[src/rational_arith_unit_macros.svh]
// ----------------------------------------------------------------------------
// Rational arithmetic unit assertion macros
// Concurrent check wrappers, compiled out for synthesis.
// ----------------------------------------------------------------------------
`ifndef RATIONAL_ARITH_UNIT_MACROS_SVH
`define RATIONAL_ARITH_UNIT_MACROS_SVH

`ifndef SYNTHESIS
// Check a property on the rising clock, ignored while reset is held.
`define RAU_ASSERT(lbl, clk, rstn, prop) \
    lbl: assert property (@(posedge clk) disable iff (!(rstn)) prop) \
        else $error("rational_arith_unit: assertion failed");
// Check a property on the rising clock, also during reset.
`define RAU_ASSERT_ALWAYS(lbl, clk, prop) \
    lbl: assert property (@(posedge clk) prop) \
        else $error("rational_arith_unit: assertion failed");
`else
`define RAU_ASSERT(lbl, clk, rstn, prop)
`define RAU_ASSERT_ALWAYS(lbl, clk, prop)
`endif

`endif

[src/rau_pkg.sv]
// ----------------------------------------------------------------------------
// Rational arithmetic unit package
// Shared widths, operation and status codes, sequencer states.
// ----------------------------------------------------------------------------
package rau_pkg;

    localparam int WORD_BITS = 32;
    localparam int WIDE_BITS = 64;
    localparam int DIV_STEPS = WIDE_BITS;
    localparam int CNT_BITS  = $clog2(DIV_STEPS + 1);

    localparam logic [WIDE_BITS-1:0] LIM = {{(WIDE_BITS-1){1'b0}}, 1'b1} << (WORD_BITS - 1);

    localparam logic [2:0] OP_ADD = 3'd0;
    localparam logic [2:0] OP_SUB = 3'd1;
    localparam logic [2:0] OP_MUL = 3'd2;
    localparam logic [2:0] OP_DIV = 3'd3;

    localparam logic [1:0] ST_OK   = 2'd0;
    localparam logic [1:0] ST_ZDEN = 2'd1;
    localparam logic [1:0] ST_OVF  = 2'd2;

    typedef enum logic [3:0] {
        S_IDLE,
        S_GCD,
        S_GCD_W,
        S_QA,
        S_QA_W,
        S_QB,
        S_QB_W,
        S_MUL,
        S_NORM,
        S_QN,
        S_QN_W,
        S_QD,
        S_QD_W,
        S_CHECK
    } t_state;

endpackage

[src/rau_div.sv]
// ----------------------------------------------------------------------------
// Rational arithmetic unit divider
// Restoring unsigned divider, one quotient bit per cycle, quotient and remainder.
// ----------------------------------------------------------------------------
module rau_div
    import rau_pkg::*;
(
    input  logic                 i_clk,
    input  logic                 i_rst_n,
    input  logic                 i_start,
    input  logic [WIDE_BITS-1:0] i_dividend,
    input  logic [WIDE_BITS-1:0] i_divisor,
    output logic                 o_done,
    output logic [WIDE_BITS-1:0] o_quot,
    output logic [WIDE_BITS-1:0] o_rem
);

    logic [CNT_BITS-1:0]  r_cnt;
    logic                 r_busy;
    logic                 r_done;
    logic [WIDE_BITS-1:0] r_rem;
    logic [WIDE_BITS-1:0] r_quot;
    logic [WIDE_BITS-1:0] r_dvs;
    logic [WIDE_BITS:0]   w_trial;
    logic                 w_fit;

    assign w_trial = {r_rem, r_quot[WIDE_BITS-1]};
    assign w_fit   = (w_trial >= {1'b0, r_dvs});

    always_ff @(posedge i_clk) begin
        if (!i_rst_n) begin
            r_busy <= 1'b0;
            r_done <= 1'b0;
            r_cnt  <= '0;
        end else begin
            r_done <= 1'b0;
            if (i_start) begin
                r_busy <= 1'b1;
                r_cnt  <= CNT_BITS'(DIV_STEPS);
            end else if (r_busy) begin
                r_cnt <= r_cnt - 1'b1;
                if (r_cnt == CNT_BITS'(1)) begin
                    r_busy <= 1'b0;
                    r_done <= 1'b1;
                end
            end
        end
    end

    // shift one dividend bit into the partial remainder per cycle
    always_ff @(posedge i_clk) begin
        if (i_start) begin
            r_rem  <= '0;
            r_quot <= i_dividend;
            r_dvs  <= i_divisor;
        end else if (r_busy) begin
            r_rem  <= w_fit ? WIDE_BITS'(w_trial - {1'b0, r_dvs}) : w_trial[WIDE_BITS-1:0];
            r_quot <= {r_quot[WIDE_BITS-2:0], w_fit};
        end
    end

    assign o_done = r_done;
    assign o_quot = r_quot;
    assign o_rem  = r_rem;

endmodule

[config.mk]
export PLATFORM = sky130hd
export DESIGN_NAME = rau_div
export DESIGN_NICKNAME = d
export VERILOG_FILES = /design/src/rational_arith_unit_macros.svh /design/src/rau_pkg.sv /design/src/rau_div.sv
export SDC_FILE = /design/constraint.sdc
export NUM_CORES = 1
export LEC_CHECK = 0
export ABC_CLOCK_PERIOD_IN_PS = 3300
export BUFFER_PORTS_ARGS = -buffer_cell sky130_fd_sc_hd__buf_2
export CORE_MARGIN = 10
export CORE_UTILIZATION = 54
export DETAILED_ROUTE_END_ITERATION = 8
export GPL_TIMING_DRIVEN = 0
export PLACE_DENSITY = 0.79
export SLEW_MARGIN = 20
export SYNTH_ARGS = -nofsm -noshare
export SYNTH_HDL_FRONTEND = slang
export SYNTH_SLANG_ARGS = --single-unit
[constraint.sdc]
create_clock -name i_clk -period 3.3 [get_ports i_clk]
set_clock_uncertainty 0.1 [all_clocks]
set_input_delay 0.825 -clock i_clk [delete_from_list [all_inputs] [get_ports i_clk]]
set_output_delay 0.825 -clock i_clk [all_outputs]
set_load 0.05 [all_outputs]
# Word-level counts from Yosys, hierarchy flattened
# Index checks and enable logic that the tools add are counted.
# Widths: inputs -> output; s select.
dict set report totals {
  ff_bits 201
  in_bits 131
  elab_cells 25
}
dict set report op_classes {
  order_cmp 1
  n_reduce_logical 3
  bitwise 2
  eq_ne 1
  n_addsub 2
  n_mux 9
}
# operator count
set ops {}
lappend ops {{$mux 64} 3}
lappend ops {{$ge 65x64->1} 1}
lappend ops {{$sub 64x64->64} 1}
lappend ops {{$mux 7} 2}
lappend ops {{$eq 7x1->1 const B} 1}
lappend ops {{$sub 7x1->7 const B} 1}
lappend ops {{$mux 1} 4}
lappend ops {{$reduce_or 3->1} 1}
lappend ops {{$not 1->1} 2}
lappend ops {{$reduce_bool 2->1} 1}
lappend ops {{$reduce_or 2->1} 1}

# Longest topological paths before layout
dict set report logic_depth {
  word_depth 4
  mapped_depth 15
}

# Worst setup path after synthesis
# No wires, ideal clock.
dict set report synth_timing {
  path_kind {flip-flop to flip-flop}
  startpoint {register r_rem[41] (netlist: o_rem[41])}
  endpoint {register r_quot[0] (netlist: o_quot[0]) (data pin)}
  arrival_ns 2.872
  setup_slack_ns 0.068
  period_less_slack_ns 3.232
  required_time_ns 2.940
  path_buffers 3
  path_stages_with_launch 13
  cell_sequence {dfxtp_1 ha_1 buf_2 a21o_1 a21o_1 a21oi_1 a21boi_0 o21ai_1 a31oi_4 o31ai_2 buf_4 buf_4 mux2_2}
}
dict set report synth_between {
  elab_chain_cells 3
}
# item line_no
set synth_rtl {}
lappend synth_rtl {{from (decl)} rau_div.sv:21} ;# logic [WIDE_BITS-1:0] r_rem;
lappend synth_rtl {{from (signal assigned)} rau_div.sv:57} ;# r_rem <= w_fit ? WIDE_BITS'(w_trial - {1'b0, r_dvs}) : w_trial[WIDE_BITS-1:0];
lappend synth_rtl {{$ge 65x64->1} rau_div.sv:28} ;# assign w_fit = (w_trial >= {1'b0, r_dvs});
lappend synth_rtl {{$mux 64} rau_div.sv:56} ;# end else if (r_busy) begin
lappend synth_rtl {{$mux 64} rau_div.sv:52} ;# if (i_start) begin
lappend synth_rtl {{to (signal assigned)} rau_div.sv:54} ;# r_quot <= i_dividend;
lappend synth_rtl {{to (signal assigned)} rau_div.sv:58} ;# r_quot <= {r_quot[WIDE_BITS-2:0], w_fit};
lappend synth_rtl {{to (decl)} rau_div.sv:22} ;# logic [WIDE_BITS-1:0] r_quot;
# Every way passes these cells. The select of a mux whose other input is x is not followed.
# A chain may end at the register's enable or synchronous reset.

# Final worst setup path
dict set report layout_timing {
  startpoint {register r_rem[23] (netlist: o_rem[23])}
  endpoint {register r_rem[50] (netlist: o_rem[50])}
}
dict set report layout_between {
  elab_chain_cells 2
}
# item line_no
set layout_rtl {}
lappend layout_rtl {{$sub 64x64->64 or $ge 65x64->1 (tied branches)} {rau_div.sv:57, rau_div.sv:28}}
lappend layout_rtl {{$mux 64 *} rau_div.sv:57}
# Mark *: on every way between the ends. The rest lies on a longest branch, timed or not.

==> flow_summary.json <==
{
  "outcome": "finished clean",
  "h-tree-depth": 1,
  "drt.antenna.violating_nets": 0,
  "irDropWorstVdd_mv": 0.486,
  "slew_viol_final": 0,
  "post_route_cells_drive_above_1_share_pct": 31.0,
  "critical_path_arrival_ps": 3590,
  "synth.lib_cells_used.distinct": 71,
  "finalCriticalPeriod_ps": 3240,
  "utilization_pct": 68.4,
  "cts_sinks": 201,
  "crit_path_cell_trace": "ha_1, clkbuf_4, nand4_1, or2_1, or4b_4, a211oi_4, nor3_4, buf_4, o21bai_1, xor2_1, mux2i_1, a211oi_1",
  "io_buffers": 259,
  "ys_warn_count": 0,
  "setup.worst_path.start_class": "flop",
  "design_area_mm2": 0.0149,
  "routed_wl_um": 38600,
  "synth-seq-cells": 201,
  "post_synthesis_instance_area_mm2": 0.0120,
  "setup_viol": 0,
  "asyncSetResetFlopFracSynth_pct": 0,
  "antenna_cells": 0,
  "cts_tree": "built",
  "detailedRoute.firstIterationViolations": 738,
  "wl_per_cell_um": 21.0,
  "max_slew.worst_pin.slew_ps": 911,
  "drv.max_cap_violation_count": 0,
  "ys_top_cells_by_count": "138 x sky130_fd_sc_hd__nand2_1, 128 x sky130_fd_sc_hd__edfxtp_1, 97 x sky130_fd_sc_hd__nor2_1",
  "dpl_cell_area_mm2": 0.0137,
  "grt_max_degree": 66,
  "cp_data_required_time_ps": 3650,
  "crit_path_max_incr_delay_ps": 530,
  "synth.avg_cell_area_um2": 9.60,
  "finalHoldViolCount": 0,
  "critical-path-slowest-cell": "sky130_fd_sc_hd__or4b_4",
  "total_via_count_after_detailed_routing": 10923,
  "number_of_enable_flip_flop_cells_after_synthesis": 128,
  "power_per_cell_area_mw_per_mm2": 571,
  "hold_buffers": 0,
  "cts_root_buf": "sky130_fd_sc_hd__clkbuf_16",
  "crit_fanout": 9,
  "finalPower_mw": 8.52,
  "finalWeightedCongestion": 0.964,
  "rsz0062_at_grt": "yes",
  "floorplan.io_pins": 260,
  "dpl.hpwl_um": 29000,
  "overall_global_routing_resource_usage_pct": 25.6,
  "syn-num-nets": 1446,
  "synth-seq-area-share_pct": 44.3,
  "num_rows": 54,
  "fin_nets": 1743,
  "detail_route.first_pass.iterations": 5,
  "fp.coreArea_mm2": 0.0218,
  "cts_max_path_buffers": 3,
  "max_freq_ghz": 0.309,
  "final_period_util_pct": 98.2,
  "cp-end-kind": "flop",
  "post-synth-top-area-fraction_pct": 32.1,
  "grt_pass1_wl_um": 59400,
  "die_y_um": 169,
  "initial_core_util_pct": 54.9,
  "grt_antenna_before_repair": 2,
  "number_of_global_route_vias_before_repair": 11031,
  "via_per_inst": 5.93,
  "setup.worst_path.class": "reg -> reg",
  "synth_area_leaders": "sky130_fd_sc_hd__edfxtp_1 32%, sky130_fd_sc_hd__dfxtp_1 12%, sky130_fd_sc_hd__ha_1 6.9%",
  "dominantRegCellSynth": "sky130_fd_sc_hd__edfxtp_1",
  "synth_top_cell_by_area": "sky130_fd_sc_hd__edfxtp_1",
  "flow.area_growth_from_synthesis_pct": 24.6,
  "cts_made_buffers": 24,
  "worst_setup_hold_path_clk_slew_ps": 60,
  "total_leakage_power_nw": 6.51,
  "top_count_cell_post_synth": "sky130_fd_sc_hd__nand2_1",
  "die_w_um": 169,
  "clkLatencyLatePin_ps": 550,
  "drc": 0,
  "die_area_mm2": 0.0285,
  "hold_path_class": "in -> reg",
  "syn-instance-count": 1248,
  "relSlewSlack_pct": 39.3,
  "gr-total-overflow": 0
}
[registers in the layout (all words and copies together) (netlist names)]
name    cells
o_done      1
r_dvs      64
o_quot     64
o_rem      64
r_busy      1
r_cnt       7
[metal layers]
| layer | part of all wire, % | track usage [%] |
|---|---|---|
| met3 | 8.2 | 7.23 |
| met4 | 4.2 | 10.4 |
| met1 | 38 | 28.9 |
| met5 | 0.052 | 0 |
| met2 | 49 | 44.4 |
[layout by cell type (no fill, tap or decap), drive strengths merged, types with 4 or more instances in the layout]
master,netlist,final
a211oi,20,20
a21o,31,31
a21oi,96,96
a221oi,6,6
a311oi,41,41
a31oi,10,10
and2,5,5
and3,4,4
buf,28,305
clkbuf,46,75
clkinv,0,6
dfxtp,73,73
edfxtp,128,128
ha,66,66
inv,93,94
mux2,64,64
mux2i,5,5
nand2,138,138
nand2b,7,7
nand3,23,23
nand4,27,27
nor2,97,97
nor2b,10,10
nor3,15,15
nor4,6,6
o211ai,6,6
o21a,10,10
o21ai,58,58
o21bai,18,18
o31ai,6,6
or3,11,11
xnor2,34,34
xor2,23,23
[timing repair]
action,CTS,global route
resized for setup,13,77
pin swaps,4,24
setup endpoints to repair,57,65
gates cloned,0,1
buffers inserted,3,18
[worst max-delay path: cells and delay by family, from the launching register on]
family,cells,cell delay (ps)
buf+inv,2,350
mux,1,110
simple gates,4,1080
compound gates,3,690
flops,1,360
fa+ha+maj,1,310
xor+xnor,1,150
[final timing paths]
kind / start / to / slack (ps) / cells after the start
setup / recovery: o_rem[23] / o_rem[50] / 60 / 12
hold reg to reg: o_rem[60] / o_rem[60] / 410 / 2
hold / removal: i_divisor[60] / r_dvs[60] / 350 / 1
setup reg to reg: o_rem[23] / o_rem[50] / 60 / 12
[kinds of logic after synthesis]
logic type | count (synthesis) | share of synthesized area (%)
compound gates | 328 | 18.5
mux | 69 | 6.43
fa+ha+maj | 67 | 7.06
xor+xnor | 57 | 4.17
simple gates | 359 | 13.8
buf+inv | 167 | 5.78
flops | 201 | 44.3
[stage by stage]
step                      std cells  setup WS, ps  TNS, ps  hold slack (ps)
after floorplan                1248          68.4        0              369
after global placement         1787         -1840  -191480              388
after detailed placement       1788          -867   -34320              402
after CTS                      1834         -23.6    -44.9              336
after global routing           1843         -65.2     -101              333
final                          1843          59.4        0              349
[power breakdown]
| part | switching, mW | leakage [nW] | internal [mW] |
|---|---|---|---|
| combinational | 1.88 | 4.25 | 0.920 |
| clock | 1.10 | 0.382 | 1.52 |
| sequential | 0.170 | 1.87 | 2.94 |
[layout make-up]
class                   instances  area (µm²)
clock buffers                  35         714
fillers                      1798        6890
inverters                      93         352
plain buffers                  63         329
multi-input cells             880        6300
clock inverters                 9        77.6
repair buffers                282        1500
flip-flops and latches        201        5310
well taps                     280         350
Note: power is estimated with default switching activity, not from simulation.
